<file path="config.mk">
export PLATFORM = sky130hd
export DESIGN_NAME = dsvm_ram
export DESIGN_NICKNAME = d
export VERILOG_FILES = /design/src/rtl/core/drum_sample_voice_mixer_top_macros.svh /design/src/rtl/core/dsvm_ram.sv
export SDC_FILE = /design/constraint.sdc
export NUM_CORES = 2
export LEC_CHECK = 0
export BUFFER_PORTS_ARGS = -buffer_cell sky130_fd_sc_hd__buf_4
export CAP_MARGIN = 20
export CORE_MARGIN = 8
export CORE_UTILIZATION = 65
export CTS_BUF_LIST = sky130_fd_sc_hd__clkbuf_4
export CTS_CLUSTER_SIZE = 24
export DETAILED_ROUTE_END_ITERATION = 6
export GPL_ROUTABILITY_DRIVEN = 0
export PLACE_DENSITY_LB_ADDON = 0.08
export SLEW_MARGIN = 20
export SYNTH_ARGS = -nofsm -noshare
export SYNTH_HDL_FRONTEND = slang
export SYNTH_SLANG_ARGS = --single-unit
export TNS_END_PERCENT = 20
</file>
<file path="constraint.sdc">
create_clock -name clk -period 2.46 [get_ports clk]
set_input_delay 0 -clock clk [delete_from_list [all_inputs] [get_ports clk]]
set_output_delay 0 -clock clk [all_outputs]
set_load 0.005 [all_outputs]
</file>
<file path="src/rtl/core/drum_sample_voice_mixer_top_macros.svh">
// Assertion macros for the drum sample voice mixer.
`ifndef DRUM_SAMPLE_VOICE_MIXER_TOP_MACROS_SVH
`define DRUM_SAMPLE_VOICE_MIXER_TOP_MACROS_SVH

`ifndef SYNTHESIS
// Same-cycle implication, checked at every rising clock edge outside reset.
`define DSVM_ASSERT_IMP(label, clk, rst_n, ante, cons) \
	label: assert property (@(posedge clk) disable iff (!rst_n) (ante) |-> (cons)) \
		else $error("dsvm: same-cycle check failed");
// Next-cycle implication.
`define DSVM_ASSERT_NXT(label, clk, rst_n, ante, cons) \
	label: assert property (@(posedge clk) disable iff (!rst_n) (ante) |=> (cons)) \
		else $error("dsvm: next-cycle check failed");
`else
`define DSVM_ASSERT_IMP(label, clk, rst_n, ante, cons)
`define DSVM_ASSERT_NXT(label, clk, rst_n, ante, cons)
`endif

`endif

</file>
<file path="src/rtl/core/dsvm_ram.sv">
// Generic single-port-write, registered-read RAM.
module dsvm_ram #(
	parameter int WIDTH = 16,
	parameter int DEPTH = 256,
	localparam int ADDR_W = (DEPTH > 1) ? $clog2(DEPTH) : 1
) (
	input  logic              clk,
	input  logic              we,
	input  logic [ADDR_W-1:0] waddr,
	input  logic [WIDTH-1:0]  wdata,
	input  logic              re,
	input  logic [ADDR_W-1:0] raddr,
	output logic [WIDTH-1:0]  rdata
);

	logic [WIDTH-1:0] mem_q [DEPTH];

	always_ff @(posedge clk) begin
		if (we) begin
			mem_q[waddr] <= wdata;
		end
		if (re) begin
			rdata <= mem_q[raddr];
		end
	end

endmodule

</file>
==> flow_summary.json <==
{
  "peakVddDrop_mv": 0.5824,
  "post-route-min-period_ps": 2739,
  "synth_adder_area_share": 0,
  "ys_types": 51,
  "synth_compound_area_frac": 0.03534,
  "critPathArrivalTime_ps": 3860,
  "power.density_mw_per_mm2": 769.4,
  "path_clk_slew_ps": 80,
  "drive_gt1_frac": 0.3774,
  "crit_required_ps": 3580,
  "relSlewSlack": 0.3809,
  "firstDrtPassIters": 7,
  "setup_ws_ps": -279.1,
  "io_pins": 51,
  "final_common_cell": "edfxtp_1",
  "finClkSkew_ps": 103.3,
  "maxSlewViolCount": 0,
  "area_growth_pct": 16.69,
  "slowest_stage": "mux4_2",
  "cts_max_level": 7,
  "synth_seq_cells": 4112,
  "syn_area_per_cell_um2": 21.59,
  "cp_cell_sequence": "mux4_2 > mux4_2 > a22o_4 > o32ai_4 > buf_4 > nor4_2",
  "viasPerCell": 6.677,
  "dp_hpwl_um": 258600,
  "cp_slowest_stage_delay_ps": 540,
  "cts_buffers": 1044,
  "cpMostUsedCell": "mux4_2",
  "instances_no_fill": 13020,
  "p_int_mw": 111.0,
  "ys.flop_type": "edfxtp_1",
  "setup_viol": 16,
  "clk-insertion-delay-late_ps": 1510,
  "violations": "negative setup slack",
  "dieArea_mm2": 0.2605,
  "cpLargestDelayFamily": "multiplexers",
  "layout_common_cells": "edfxtp_1 (4,112), clkbuf_4 (1,464), buf_4 (907), mux4_2 (797), mux2i_1 (565)",
  "vias": 86920,
  "cp-start-kind": "flop",
  "fin_area_mm2": 0.1854,
  "swShare": 0.2218,
  "cts_buffer_depth": 4,
  "cts_root_buf": "clkbuf_4",
  "combPwrFrac": 0.060,
  "switching_power_mw": 31.65,
  "ys_seq_area_frac": 0.7772,
  "post_synth_xor_area_fraction": 0,
  "grtUsageTotal": 0.3239,
  "synth-simple-area-share": 0.01573,
  "cp-end-kind": "flop",
  "pwr-share-seq": 0.542,
  "async_flop_share": 0,
  "status": "finished, violations left",
  "syn_inst": 7360,
  "grt_max_degree": 103,
  "fin_crit_sh": 1.113,
  "synth_mux_area_frac": 0.1548,
  "row_count": 181,
  "wl_per_cell_um": 32.43,
  "start_util": 0.6532,
  "dp.cells": 11200,
  "worst_pin_slew_ps": 921.5,
  "crit_fanout": 1,
  "io_buffers": 50,
  "rsz0062_at_grt": "true",
  "synth_nets": 7395,
  "drtIter0Drc": 11720,
  "synth_top_family_by_area": "multiplexers",
  "grt_first_pass_wirelength_um": 601900,
  "ant_nets": 0,
  "grt_overflow": 0,
  "syn-cell-area_mm2": 0.1589,
  "routed_wl_um": 422200,
  "grt_pass1_vias": 87770,
  "maxCapViolations": 0,
  "placed_cell_area_mm2": 0.1707,
  "cts.sinks": 4112,
  "max_freq_mhz": 365.1,
  "synth_edf_count": 4112,
  "coreArea_mm2": 0.2432,
  "hp-class": "in2reg",
  "p_clk_frac": 0.398,
  "chipHeight_um": 510.4,
  "post_cts_buffers": 0,
  "remaining_drc_errors": 0,
  "critPathKind": "reg2reg",
  "dieWidth_um": 510.4,
  "worst-path-buf-inv": 1,
  "yosysWarningCount": 0,
  "antenna_found_initial": 20,
  "fin_nets": 9169,
  "fin_tns_setup_ps": -1683,
  "p_leak_nw": 62.10,
  "hold_violations": 0,
  "cts_tree": "yes"
}
==> area by class of cell <==
| cell class | instances | area [um^2] |
|---|---|---|
| Inverter | 4 | 27.53 |
| Timing Repair Buffer | 1180 | 11470 |
| Clock buffer | 1464 | 10990 |
| Sequential cell | 4112 | 123500 |
| Tap cell | 3202 | 4006 |
| Clock inverter | 246 | 1804 |
| Multi-Input combinational cell | 2792 | 33580 |
| Fill cell | 13450 | 57830 |
| Antenna cell | 17 | 42.54 |
==> repair_timing <==
item                                    in CTS  in global routing
hold endpoints to repair                  8224                 16
endpoints found under the setup margin      16                508
hold buffers                                91                  1
gates resized for setup                     93                 38
pin swaps                                   21                 15
==> worst register-to-register path: stages, from the launching register on <==
cell and delay [ps]:
edfxtp_1 370, mux4_2 520, mux4_2 540, a22o_4 310, o32ai_4 430, buf_4 200, nor4_2 40
==> cells in the mapped netlist (3+ instances only) <==
master / count / area, um^2
edfxtp_1: 4112 / 123500
mux4_2: 797 / 17950
mux2i_1: 565 / 5655
nor2_1: 304 / 1141
o221ai_1: 252 / 2207
clkbuf_1: 230 / 863.3
a21oi_1: 175 / 875.8
o22ai_1: 148 / 925.9
nor3_1: 92 / 460.4
mux2_2: 88 / 991.0
buf_6: 77 / 867.1
buf_2: 76 / 380.4
a22oi_1: 43 / 322.8
nand2_1: 38 / 142.6
o21ai_0: 37 / 185.2
nand3_1: 35 / 175.2
a22o_1: 32 / 280.3
a221oi_1: 28 / 245.2
buf_1: 27 / 101.4
buf_4: 26 / 195.2
nand4_1: 26 / 162.7
o32ai_1: 20 / 175.2
a211oi_1: 18 / 135.1
nor4_1: 17 / 106.4
o31ai_1: 16 / 120.1
and3_1: 11 / 68.82
buf_8: 11 / 165.2
nor2b_1: 9 / 56.30
a2111oi_0: 6 / 52.55
a31oi_1: 6 / 37.54
buf_12: 5 / 100.1
or2_2: 4 / 25.02
inv_1: 3 / 11.26
nand2b_1: 3 / 18.77
nand4b_1: 3 / 26.28
==> routing by layer <==
metal / part of all wire / vias up / track usage
met4: 0.042 / 4 / 0.1297
met2: 0.47 / 5970 / 0.5008
li1: - / 35530 / -
met5: 0.000064 / - / 0
met1: 0.36 / 44560 / 0.4471
met3: 0.12 / 856 / 0.09000
==> flip-flops by register name (all words and copies together), names as in the netlist <==
signal  flops
rdata      16
mem_q    4096
==> power by group through the flow <==
| stage | registers [mW] | clock network (mW) | logic (mW) |
|---|---|---|---|
| floorplan | 78.8 | 0 | 3.81 |
| global placement | 78.8 | 0 | 7.83 |
| detailed placement | 78.8 | 0 | 7.99 |
| CTS | 77.3 | 57.7 | 8.34 |
| global route | 77.3 | 61.3 | 8.77 |
| finish | 77.3 | 56.8 | 8.49 |
==> per-stage QoR <==
stage	setup slack [ps]	hold slack, ps	util	power (mW)
2_1_floorplan	211.1	98.87	-	82.62
3_3_place_gp	-1393	424.4	0.7017	86.67
3_5_place_dp	-1038	432.1	0.7017	86.84
4_1_cts	-296.8	2.068	0.7613	143.4
5_1_grt	-298.8	92.96	0.7621	147.3
6_report	-279.1	170.8	0.7623	142.7
==> logic make-up (layout without fill, tap and decap cells) <==
logic type	count (synthesis)	in the layout
flip-flops	4112	4112
multiplexers	1450	1450
AO/OA/AOI/OAI	786	786
AND/OR/NAND/NOR	556	556
buffers and inverters	456	2894
other	0	17
==> final timing paths <==
path                      startpoint                      to  slack (ps)  cells after the start
max           mem_q[16][1]$_DFFE_PP_      rdata[1]$_DFFE_PP_        -280                      6
min                         wdata[8]  mem_q[22][8]$_DFFE_PP_         170                      4
max reg2reg   mem_q[16][1]$_DFFE_PP_      rdata[1]$_DFFE_PP_        -280                      6
min reg2reg  mem_q[249][8]$_DFFE_PP_      rdata[8]$_DFFE_PP_        1270                      6
Power figures use the tool's default switching activity.
